--- src/hdl/mcpf_pkg.sv ---
// ----------------------------------------------------------------------------
// mcpf_pkg - shared types and constants of the masked correlation peak finder
// Register codes, field widths, mask arithmetic constants and the frame
// geometry bundle handed from the configuration block to the datapath.
// ----------------------------------------------------------------------------
`default_nettype none

package mcpf_pkg;

    // field widths
    localparam int DIM_W    = 13;   // frame_cols / frame_rows and derived bounds
    localparam int HALF_W   = 12;   // half extent (centre)
    localparam int BANDS_W  = 4;
    localparam int PCT_W    = 7;
    localparam int SAMPLE_W = 16;
    localparam int OFF_W    = 12;
    localparam int CIDX_W   = 2;

    // largest frame dimension and band count the register fields can carry
    localparam int DIM_FIELD_MAX  = (1 << DIM_W) - 1;
    localparam int BAND_FIELD_MAX = (1 << BANDS_W) - 1;

    // mask arithmetic: centre * percent, then divide by 100 via reciprocal
    localparam int PROD_W      = HALF_W + PCT_W;
    localparam int RECIP_W     = 20;
    localparam int RECIP_SHIFT = 26;
    localparam logic [RECIP_W-1:0] PCT_RECIP = 20'd671089;   // ceil(2^26 / 100)
    localparam logic [PCT_W-1:0]   PCT_MAX   = 7'd99;
    localparam logic [PCT_W-1:0]   PCT_MIN   = 7'd1;
    localparam logic [PROD_W-1:0]  PCT_DIV   = 19'd100;

    // cycles from a register write until the mask bounds are valid
    localparam int SETTLE_W = 2;
    localparam logic [SETTLE_W-1:0] SETTLE_CYCLES = 2'd3;

    // register reset values
    localparam logic [DIM_W-1:0]   RST_FRAME_COLS   = 13'd4096;
    localparam logic [DIM_W-1:0]   RST_FRAME_ROWS   = 13'd4096;
    localparam logic [BANDS_W-1:0] RST_BAND_COUNT   = 4'd1;
    localparam logic [PCT_W-1:0]   RST_MASK_PERCENT = 7'd0;

    typedef enum logic [CIDX_W-1:0] {
        CFG_FRAME_COLS   = 2'd0,
        CFG_FRAME_ROWS   = 2'd1,
        CFG_BAND_COUNT   = 2'd2,
        CFG_MASK_PERCENT = 2'd3
    } t_cfg_idx;

    // clamped geometry and mask rectangle, all bounds exclusive at the top
    typedef struct packed {
        logic               settled;
        logic [DIM_W-1:0]   cols;
        logic [DIM_W-1:0]   rows;
        logic [BANDS_W-1:0] bands;
        logic [HALF_W-1:0]  pc;
        logic [HALF_W-1:0]  pr;
        logic [DIM_W-1:0]   cmin;
        logic [DIM_W-1:0]   cmax;
        logic [DIM_W-1:0]   rmin;
        logic [DIM_W-1:0]   rmax;
    } t_geom;

    function automatic int dim_limit(input int max_dim);
        return (max_dim > DIM_FIELD_MAX) ? DIM_FIELD_MAX : max_dim;
    endfunction

    function automatic int band_limit(input int max_bands);
        return (max_bands > BAND_FIELD_MAX) ? BAND_FIELD_MAX : max_bands;
    endfunction

endpackage

`default_nettype wire

--- src/hdl/mcpf_geom.sv ---
// ----------------------------------------------------------------------------
// mcpf_geom - configuration registers and mask rectangle
// Holds the four registers, clamps them and derives the mask bounds in a
// short pipeline; reports settled once the bounds match the registers.
// ----------------------------------------------------------------------------
`default_nettype none

module mcpf_geom
    import mcpf_pkg::*;
#(
    parameter int MAX_DIM   = 4096,
    parameter int MAX_BANDS = 8
) (
    input  wire logic               i_clk,
    input  wire logic               i_rst_n,
    input  wire logic               i_cfg_we,
    input  wire logic [CIDX_W-1:0]  i_cfg_index,
    input  wire logic [DIM_W-1:0]   i_cfg_data,
    output t_geom                   o_geom
);

    localparam int DIM_CLIP  = dim_limit(MAX_DIM);
    localparam int BAND_CLIP = band_limit(MAX_BANDS);

    logic [DIM_W-1:0]    r_frame_cols, r_frame_rows;
    logic [BANDS_W-1:0]  r_band_count;
    logic [PCT_W-1:0]    r_mask_percent;
    logic [SETTLE_W-1:0] r_settle_cnt;

    logic [DIM_W-1:0]    cols, rows;
    logic [BANDS_W-1:0]  bands;
    logic [PCT_W-1:0]    pct;
    logic [HALF_W-1:0]   pc, pr;

    logic [PROD_W-1:0]   r_cpx, r_rpx;
    logic [HALF_W-1:0]   r_cfq, r_rfq;
    logic [DIM_W-1:0]    r_cmin, r_cmax, r_rmin, r_rmax;

    logic [PROD_W+RECIP_W-1:0] cq_full, rq_full;
    logic [HALF_W-1:0]         cq_ceil, rq_ceil;

    always_ff @(posedge i_clk) begin
        if (!i_rst_n) begin
            r_frame_cols   <= RST_FRAME_COLS;
            r_frame_rows   <= RST_FRAME_ROWS;
            r_band_count   <= RST_BAND_COUNT;
            r_mask_percent <= RST_MASK_PERCENT;
            r_settle_cnt   <= SETTLE_CYCLES;
        end else begin
            if (i_cfg_we) begin
                unique case (t_cfg_idx'(i_cfg_index))
                    CFG_FRAME_COLS:   r_frame_cols   <= i_cfg_data;
                    CFG_FRAME_ROWS:   r_frame_rows   <= i_cfg_data;
                    CFG_BAND_COUNT:   r_band_count   <= i_cfg_data[BANDS_W-1:0];
                    CFG_MASK_PERCENT: r_mask_percent <= i_cfg_data[PCT_W-1:0];
                endcase
                r_settle_cnt <= SETTLE_CYCLES;
            end else if (r_settle_cnt != '0) begin
                r_settle_cnt <= r_settle_cnt - 1'b1;
            end
        end
    end

    // clamps
    always_comb begin
        if (r_frame_cols == '0)              cols = DIM_W'(1);
        else if (32'(r_frame_cols) > DIM_CLIP) cols = DIM_W'(DIM_CLIP);
        else                                 cols = r_frame_cols;

        if (r_frame_rows == '0)              rows = DIM_W'(1);
        else if (32'(r_frame_rows) > DIM_CLIP) rows = DIM_W'(DIM_CLIP);
        else                                 rows = r_frame_rows;

        if (r_band_count == '0)                bands = BANDS_W'(1);
        else if (32'(r_band_count) > BAND_CLIP) bands = BANDS_W'(BAND_CLIP);
        else                                   bands = r_band_count;

        if (r_mask_percent > PCT_MAX)       pct = PCT_MAX;
        else if (r_mask_percent <= PCT_MIN) pct = '0;
        else                                pct = r_mask_percent;
    end

    assign pc = cols[DIM_W-1:1];
    assign pr = rows[DIM_W-1:1];

    assign cq_full = (PROD_W+RECIP_W)'(r_cpx) * (PROD_W+RECIP_W)'(PCT_RECIP);
    assign rq_full = (PROD_W+RECIP_W)'(r_rpx) * (PROD_W+RECIP_W)'(PCT_RECIP);

    // ceiling: add one where the division left a remainder
    assign cq_ceil = r_cfq + HALF_W'(PROD_W'(r_cfq) * PCT_DIV != r_cpx);
    assign rq_ceil = r_rfq + HALF_W'(PROD_W'(r_rfq) * PCT_DIV != r_rpx);

    // bound pipeline: product, quotient, bounds
    always_ff @(posedge i_clk) begin
        r_cpx  <= PROD_W'(pc) * PROD_W'(pct);
        r_rpx  <= PROD_W'(pr) * PROD_W'(pct);
        r_cfq  <= cq_full[RECIP_SHIFT +: HALF_W];
        r_rfq  <= rq_full[RECIP_SHIFT +: HALF_W];
        r_cmin <= DIM_W'(pc) - DIM_W'(cq_ceil);
        r_cmax <= DIM_W'(pc) + DIM_W'(r_cfq);
        r_rmin <= DIM_W'(pr) - DIM_W'(rq_ceil);
        r_rmax <= DIM_W'(pr) + DIM_W'(r_rfq);
    end

    always_comb begin
        o_geom.settled = (r_settle_cnt == '0);
        o_geom.cols    = cols;
        o_geom.rows    = rows;
        o_geom.bands   = bands;
        o_geom.pc      = pc;
        o_geom.pr      = pr;
        o_geom.cmin    = r_cmin;
        o_geom.cmax    = r_cmax;
        o_geom.rmin    = r_rmin;
        o_geom.rmax    = r_rmax;
    end

endmodule

`default_nettype wire

--- src/hdl/mcpf_core.sv ---
// ----------------------------------------------------------------------------
// mcpf_core - band product, masked peak search and result register
// Input register, combinational compute of the composite and running maximum,
// and a result register that holds the frame result until taken.
// ----------------------------------------------------------------------------
`default_nettype none

module mcpf_core
    import mcpf_pkg::*;
#(
    parameter int MAX_DIM   = 4096,
    parameter int MAX_BANDS = 8
) (
    input  wire logic                       i_clk,
    input  wire logic                       i_rst_n,
    input  t_geom                           i_geom,
    input  wire logic                       i_valid,
    output logic                            o_ready,
    input  wire logic [SAMPLE_W-1:0]        i_sample,
    output logic                            o_valid,
    input  wire logic                       i_ready,
    output logic [SAMPLE_W-1:0]             o_peak_value,
    output logic signed [OFF_W-1:0]         o_offset_x,
    output logic signed [OFF_W-1:0]         o_offset_y,
    output logic                            o_peak_found
);

    localparam int DIM_CLIP  = dim_limit(MAX_DIM);
    localparam int BAND_CLIP = band_limit(MAX_BANDS);
    localparam int IDX_W     = $clog2(DIM_CLIP);
    localparam int BAND_W    = (BAND_CLIP > 1) ? $clog2(BAND_CLIP) : 1;

    logic                 r_s1_valid;
    logic [SAMPLE_W-1:0]  r_s1_sample;

    logic [BAND_W-1:0]    r_band;
    logic [IDX_W-1:0]     r_col, r_row;
    logic [SAMPLE_W-1:0]  r_run;
    logic [SAMPLE_W-1:0]  r_best;
    logic [IDX_W-1:0]     r_best_col, r_best_row;
    logic                 r_have;

    logic                 r_out_valid;
    logic [SAMPLE_W-1:0]  r_out_value;
    logic [OFF_W-1:0]     r_out_x, r_out_y;
    logic                 r_out_found;

    logic [BANDS_W:0]     band_nxt;
    logic [DIM_W:0]       col_nxt, row_nxt;
    logic                 band_last, col_last, row_last, frame_end;
    logic [2*SAMPLE_W-1:0] prod_full;
    logic [SAMPLE_W-1:0]  prod;
    logic [DIM_W-1:0]     col_ext, row_ext;
    logic                 in_area, masked, better;
    logic [SAMPLE_W-1:0]  n_best;
    logic [IDX_W-1:0]     n_best_col, n_best_row;
    logic                 n_have;
    logic [DIM_W-1:0]     off_x, off_y;
    logic                 consume;

    assign band_nxt  = (BANDS_W+1)'(r_band) + 1'b1;
    assign col_nxt   = (DIM_W+1)'(r_col) + 1'b1;
    assign row_nxt   = (DIM_W+1)'(r_row) + 1'b1;
    assign band_last = band_nxt >= (BANDS_W+1)'(i_geom.bands);
    assign col_last  = col_nxt >= (DIM_W+1)'(i_geom.cols);
    assign row_last  = row_nxt >= (DIM_W+1)'(i_geom.rows);
    assign frame_end = band_last && col_last && row_last;

    // composite: first band loads, later bands multiply keeping the high half
    assign prod_full = r_run * r_s1_sample;
    assign prod      = (r_band == '0) ? r_s1_sample : prod_full[2*SAMPLE_W-1:SAMPLE_W];

    assign col_ext = DIM_W'(r_col);
    assign row_ext = DIM_W'(r_row);
    assign in_area = (col_ext < {i_geom.cols[DIM_W-1:1], 1'b0})
                  && (row_ext < {i_geom.rows[DIM_W-1:1], 1'b0});
    assign masked  = (row_ext >= i_geom.rmin) && (row_ext < i_geom.rmax)
                  && (col_ext >= i_geom.cmin) && (col_ext < i_geom.cmax);
    assign better  = in_area && !masked && (!r_have || prod > r_best);

    assign n_best     = better ? prod  : r_best;
    assign n_best_col = better ? r_col : r_best_col;
    assign n_best_row = better ? r_row : r_best_row;
    assign n_have     = r_have || better;

    assign off_x = DIM_W'(n_best_col) - DIM_W'(i_geom.pc);
    assign off_y = DIM_W'(n_best_row) - DIM_W'(i_geom.pr);

    // a frame-ending item waits only while the result register is occupied
    assign consume = r_s1_valid && !(frame_end && r_out_valid && !i_ready);
    assign o_ready = i_geom.settled && (!r_s1_valid || consume);

    always_ff @(posedge i_clk) begin
        if (!i_rst_n) begin
            r_s1_valid  <= 1'b0;
            r_band      <= '0;
            r_col       <= '0;
            r_row       <= '0;
            r_best      <= '0;
            r_best_col  <= '0;
            r_best_row  <= '0;
            r_have      <= 1'b0;
            r_out_valid <= 1'b0;
        end else begin
            if (o_ready) begin
                r_s1_valid <= i_valid;
            end else if (consume) begin
                r_s1_valid <= 1'b0;
            end

            // a result taken while the next one is published stays valid
            if (r_out_valid && i_ready && !(consume && frame_end)) begin
                r_out_valid <= 1'b0;
            end

            if (consume) begin
                if (!band_last) begin
                    r_band <= r_band + 1'b1;
                end else begin
                    r_band <= '0;
                    if (!col_last) begin
                        r_col      <= r_col + 1'b1;
                        r_best     <= n_best;
                        r_best_col <= n_best_col;
                        r_best_row <= n_best_row;
                        r_have     <= n_have;
                    end else if (!row_last) begin
                        r_col      <= '0;
                        r_row      <= r_row + 1'b1;
                        r_best     <= n_best;
                        r_best_col <= n_best_col;
                        r_best_row <= n_best_row;
                        r_have     <= n_have;
                    end else begin
                        // frame done: publish and clear the search state
                        r_col       <= '0;
                        r_row       <= '0;
                        r_best      <= '0;
                        r_best_col  <= '0;
                        r_best_row  <= '0;
                        r_have      <= 1'b0;
                        r_out_valid <= 1'b1;
                    end
                end
            end
        end
    end

    always_ff @(posedge i_clk) begin
        if (o_ready && i_valid) begin
            r_s1_sample <= i_sample;
        end
        if (consume) begin
            r_run <= prod;
        end
        if (consume && frame_end) begin
            r_out_value <= n_have ? n_best : '0;
            r_out_x     <= off_x[OFF_W-1:0];
            r_out_y     <= off_y[OFF_W-1:0];
            r_out_found <= n_have;
        end
    end

    assign o_valid      = r_out_valid;
    assign o_peak_value = r_out_value;
    assign o_offset_x   = $signed(r_out_x);
    assign o_offset_y   = $signed(r_out_y);
    assign o_peak_found = r_out_found;

endmodule

`default_nettype wire

--- src/hdl/masked_correlation_peak_finder_unit.sv ---
// ----------------------------------------------------------------------------
// masked_correlation_peak_finder_unit - masked peak search over a surface
// Multiplies the band samples of each pixel into a Q0.16 composite and keeps
// the first strict maximum outside a central mask; one result per frame.
// ----------------------------------------------------------------------------
// usage
//   input channel  : i_valid / o_ready carry one band sample per request,
//                    pixels in raster order with their bands interleaved
//   result channel : o_valid / i_ready carry one request per frame: peak
//                    value, offset from the centre and a found flag
//   config channel : i_cfg_valid / o_cfg_ready write one register per
//                    request (0 cols, 1 rows, 2 bands, 3 mask percent);
//                    o_cfg_ready is always high
// throughput: one sample per cycle outside the config and stall waits below,
//   set by the combinational band multiply and compare between the input
//   register and the search state
// result: o_valid rises when a frame's last sample reaches the result register
// config: after reset and after every register write o_ready stays low
//   while the mask bounds (centre * percent / 100) are rebuilt
// reset: synchronous, active low; registers return to 4096 x 4096, one band,
//   no mask, and the search state is cleared
// stall: while a result waits, samples keep flowing until the last sample of
//   the next frame, which is held in the input register until the result
//   register frees
// ----------------------------------------------------------------------------
`default_nettype none

module masked_correlation_peak_finder_unit
    import mcpf_pkg::*;
#(
    parameter int MAX_DIM   = 4096,
    parameter int MAX_BANDS = 8
) (
    input  wire logic                   i_clk,
    input  wire logic                   i_rst_n,
    // sample requests
    input  wire logic                   i_valid,
    output logic                        o_ready,
    input  wire logic [SAMPLE_W-1:0]    i_sample,
    // result requests
    output logic                        o_valid,
    input  wire logic                   i_ready,
    output logic [SAMPLE_W-1:0]         o_peak_value,
    output logic signed [OFF_W-1:0]     o_offset_x,
    output logic signed [OFF_W-1:0]     o_offset_y,
    output logic                        o_peak_found,
    // register writes
    input  wire logic                   i_cfg_valid,
    output logic                        o_cfg_ready,
    input  wire logic [CIDX_W-1:0]      i_cfg_index,
    input  wire logic [DIM_W-1:0]       i_cfg_data
);

    t_geom geom;

    // writes are never back-pressured
    assign o_cfg_ready = 1'b1;

    // register file and mask rectangle
    mcpf_geom #(
        .MAX_DIM   (MAX_DIM),
        .MAX_BANDS (MAX_BANDS)
    ) u_geom (
        .i_clk       (i_clk),
        .i_rst_n     (i_rst_n),
        .i_cfg_we    (i_cfg_valid && o_cfg_ready),
        .i_cfg_index (i_cfg_index),
        .i_cfg_data  (i_cfg_data),
        .o_geom      (geom)
    );

    // product, peak search and result holding
    mcpf_core #(
        .MAX_DIM   (MAX_DIM),
        .MAX_BANDS (MAX_BANDS)
    ) u_core (
        .i_clk        (i_clk),
        .i_rst_n      (i_rst_n),
        .i_geom       (geom),
        .i_valid      (i_valid),
        .o_ready      (o_ready),
        .i_sample     (i_sample),
        .o_valid      (o_valid),
        .i_ready      (i_ready),
        .o_peak_value (o_peak_value),
        .o_offset_x   (o_offset_x),
        .o_offset_y   (o_offset_y),
        .o_peak_found (o_peak_found)
    );

endmodule

`default_nettype wire

--- config.mk ---
export PLATFORM = sky130hd
export DESIGN_NAME = masked_correlation_peak_finder_unit
export DESIGN_NICKNAME = d
export VERILOG_FILES = /design/src/hdl/mcpf_pkg.sv /design/src/hdl/mcpf_geom.sv /design/src/hdl/mcpf_core.sv /design/src/hdl/masked_correlation_peak_finder_unit.sv
export SDC_FILE = /design/constraint.sdc
export NUM_CORES = 2
export LEC_CHECK = 0
export ABC_AREA = 1
export BUFFER_PORTS_ARGS = -buffer_cell sky130_fd_sc_hd__buf_2
export CAP_MARGIN = 20
export CORE_UTILIZATION = 49
export CTS_CLUSTER_DIAMETER = 40
export DETAILED_ROUTE_END_ITERATION = 16
export HOLD_SLACK_MARGIN = 0.03
export RECOVER_POWER = 50
export SLEW_MARGIN = 20
export SYNTH_ARGS = -nofsm -noshare
export SYNTH_HDL_FRONTEND = slang
export SYNTH_HIERARCHICAL = 1
export SYNTH_SLANG_ARGS = --single-unit
--- constraint.sdc ---
create_clock -name i_clk -period 12 [get_ports i_clk]
set_input_delay 0.6 -clock i_clk [delete_from_list [all_inputs] [get_ports i_clk]]
set_output_delay 0.6 -clock i_clk [all_outputs]
set_load 0.01 [all_outputs]
==> results by group <==
Timing
  • Post-layout minimum cycle time: 9.89 ns
  • Slew @ Worst Pin: 2.55 ns
  • Final-layout setup total negative slack: 0 ns
  • Setup repair after global routing missed its margin: false
  • Top achievable clock speed: 101 MHz
  • Post-route fraction of the period consumed by the critical path: 0.824
  • Fin Clk Skew: 0.0673 ns
  • Final number of hold-violating endpoints: 0
  • Slew Limit Headroom: -0.701
  • Final Hold Slack: roughly 0.1 ns
  • Setup WS post-layout: 2.11 ns
  • Number of setup violations in the final report: 0
  • Final number of max-transition violations: 91

Clock network
  • Count of hold-fix buffers inserted at cts: 0
  • Cell chosen for the clock root: sky130_fd_sc_hd__clkbuf_16
  • Inserted Clock Buffers: 58
  • TritonCTS clock tree: yes
  • Post_cts resized: 0
  • Later-pin clock latency in the skew report: about 0.68 ns
  • Number of buffers inserted by post-CTS setup repair: 0
  • Sinks on Clock Net: 296
  • H-tree depth: 2
  • Max Buffers Root-to-Sink: 3
  • Register clock-pin slew on the reported worst setup and hold paths: 0.05 ns

Placed design
  • Placer's final routability congestion estimate: 0.936
  • Total placed cells including tap cells: 7041
  • Port bufs: between 70 and 80
  • Standard cell area after detailed placement: 0.0481 mm2
  • Worst slack at placement: 2.19 ns
  • Post-detailed-placement half-perimeter wirelength: 103000 um

Cells and area
  • Final Non-Filler Cells: 7149
  • Share of post-route cells with drive strength above 1: 0.0499
  • Non-Filler Cell Area, Final: between 0.05 and 0.06 mm2
  • Diode count: 0
  • Net count reported at finish: 7211
  • Area delta synth->final: 6.99%

Yosys
  • Share of the synthesized area in the top cell type: 0.240
  • Flop and latch count out of synthesis: ~300
  • Cell accounting for the most synthesized area: sky130_fd_sc_hd__fa_1
  • Top_reg_cell synth: sky130_fd_sc_hd__dfxtp_1
  • Sequential element share of the synthesized area: 0.142
  • Largest cells by area after synthesis: sky130_fd_sc_hd__fa_1 (24%), sky130_fd_sc_hd__ha_1 (21%), sky130_fd_sc_hd__inv_1 (11%)
  • Distinct cells, synth: 67
  • Synthesized area per cell: 8.02 um2
  • Number of warnings issued by yosys: 6
  • Post-synthesis net count: about 7.2k
  • Post-synthesis cell count: a little under 6k
  • Most frequent cell after synthesis: sky130_fd_sc_hd__inv_1
  • Cell Area, Synth: roughly 0.047 mm2
  • Fraction of registers with async set/reset: 0
  • Post-synth EDFFs: 73
  • List of most frequent post-synthesis cells: sky130_fd_sc_hd__inv_1 (1311), sky130_fd_sc_hd__nand2_1 (1165), sky130_fd_sc_hd__ha_1 (767)

Floorplan
  • Vertical extent of the die: 311 um
  • # rows: ~110
  • Number of I/O pins: 80
  • Die Wd: 311 um
  • Full die area: 0.0967 mm2
  • Placeable Area: 0.0939 mm2
  • Initial Utilization: 0.498

Power and ir drop
  • Fraction of power spent switching nets: 0.392
  • Fraction of power consumed by sequential logic: 0.251
  • Clk network pwr share: 0.353
  • Standby leakage power: 27.5 nW
  • Power density over the cells: ~98 mW/mm2
  • Internal Power: about 0.0030 W
  • Power share of the combinational group: 0.396
  • Maximum ir drop on the vdd rail: 128 uV
  • Power dissipated by switching net loads: 0.00192 W

Critical path
  • CP startpoint kind: flip-flop
  • Kind of capture point of the worst setup path: flip-flop
  • Longest individual stage delay on the worst path: 0.82 ns
  • Data arrival, critical path: 10.30 ns
  • Most used cell along the critical path: sky130_fd_sc_hd__nand2_1
  • Peak fanout along the critical path: 63
  • Slowest library cell on the worst path: sky130_fd_sc_hd__edfxtp_1
  • Category of the most critical setup path: flip-flop to flip-flop
  • Required time reported for the critical path endpoint: 12.41 ns

Global route
  • Global-route wire length before repair: 203000 um
  • Maximum number of pins on one net before global-route repair: 64
  • Number of global-route vias before repair: 37.3k
  • Remaining global-route overflow: 0
  • Antenna violations before repair: 2
  • Total track usage: 0.263

Detailed routing
  • Mean routed wirelength per cell: 17.3 um
  • Number of nets with antenna violations after routing: 0
  • Wire length reported by the detailed router: 124000 um
  • Number of remaining DRC errors: 0
  • Via/cell ratio: 5.14
  • Number of DRC violations after detailed-routing iteration 0: 2240
  • Total vias in the final route: 36.7k
  • First drt pass iteration count: 5

Outcome
  • Status: finished, violations left
  • Violated checks: capacitance limit, slew limit

Hold path
  • Worst hold-check path type: input pin to flip-flop

Run
  • Number of maximum-capacitance violations: 3
-- final cells by class --
class / instances / area (um2)
sequential: 296 / 6660
tap: 1254 / 1570
fill: 9111 / 43900
multi-input combinational: 4034 / 34200
timing repair buffer: 93 / 410
inverter: 1364 / 5130
clock buffer: 69 / 1580
clock inverter: 39 / 534
-- power groups by stage --
stage	clock, W	combinational [W]	sequential, W
after global placement	0	0.00192	0.00125
after CTS	0.00176	0.00195	0.00124
after detailed placement	0	0.00193	0.00126
after floorplan	0	0.00150	0.00120
final	0.00173	0.00194	0.00123
after global routing	0.00181	0.00224	0.00125
-- routing by layer --
layer	wire length, um	GRT usage	share of wire
met2	56900	0.431	0.46
met3	5870	0.0285	0.047
met4	2240	0.0540	0.018
met1	59000	0.375	0.48
met5	0	0	0
-- state kept, by name, summed over array words and instances, names as in the netlist, 16 cells and up --
signal and flops:
u_core/r_s1_sample 16, u_geom/r_cpx 19, u_core/r_run 16, u_core/r_best 16
u_core/o_peak_value 16, u_geom/r_rpx 19
-- stage by stage --
step,utilization,power (W)
floorplan,-,0.00270
global placement,0.513,0.00317
detailed placement,0.513,0.00318
CTS,0.535,0.00495
global route,0.533,0.00530
finish,0.533,0.00491
-- logic make-up after synthesis --
kind of cell	Yosys count	share of synthesized area
AO/OA/AOI/OAI	628	0.0769
XOR/XNOR	204	0.0382
adder cells (fa/ha/maj)	1328	0.445
buffers and inverters	1502	0.125
flip-flops	296	0.142
other	1	0.0000802
AND/OR/NAND/NOR	1873	0.172
-- worst paths after layout --
path | from | end | slack [ns] | cells past startpoint
setup / recovery | u_core/r_run[4] | u_core/o_offset_y[8] | 2.11 | 44
hold / removal | i_sample[13] | u_core/r_s1_sample[13] | 0.10 | 1
setup reg to reg | u_core/r_run[4] | u_core/o_offset_y[8] | 2.11 | 44
hold reg to reg | u_core/r_best_col[8] | u_core/r_best_col[8] | 0.45 | 2
-- worst max-delay path, delay by kind of cell, from the launching register on --
| kind | cells | cell delay (ns) |
|---|---|---|
| adders and majority gates | 10 | 4.49 |
| and+or+nand+nor | 19 | 2.51 |
| AOI/OAI and AO/OA | 7 | 1.19 |
| DFF | 1 | 0.82 |
| buffers and inverters | 7 | 0.45 |
| xor gates and xnor gates | 1 | 0.15 |
-- placed cells by master, fill, tap and decap left out, drive strengths merged, types with 54 or more instances in the layout --
cell,count
inv,1371
nand2,1178
ha,767
fa,561
nor2,390
a21oi,294
dfxtp,223
o21ai,223
nand3,158
xor2,139
clkbuf,125
edfxtp,73
xnor2,65
nand4,60
nor3,54
No activity file was read; power rests on OpenSTA's default activity.
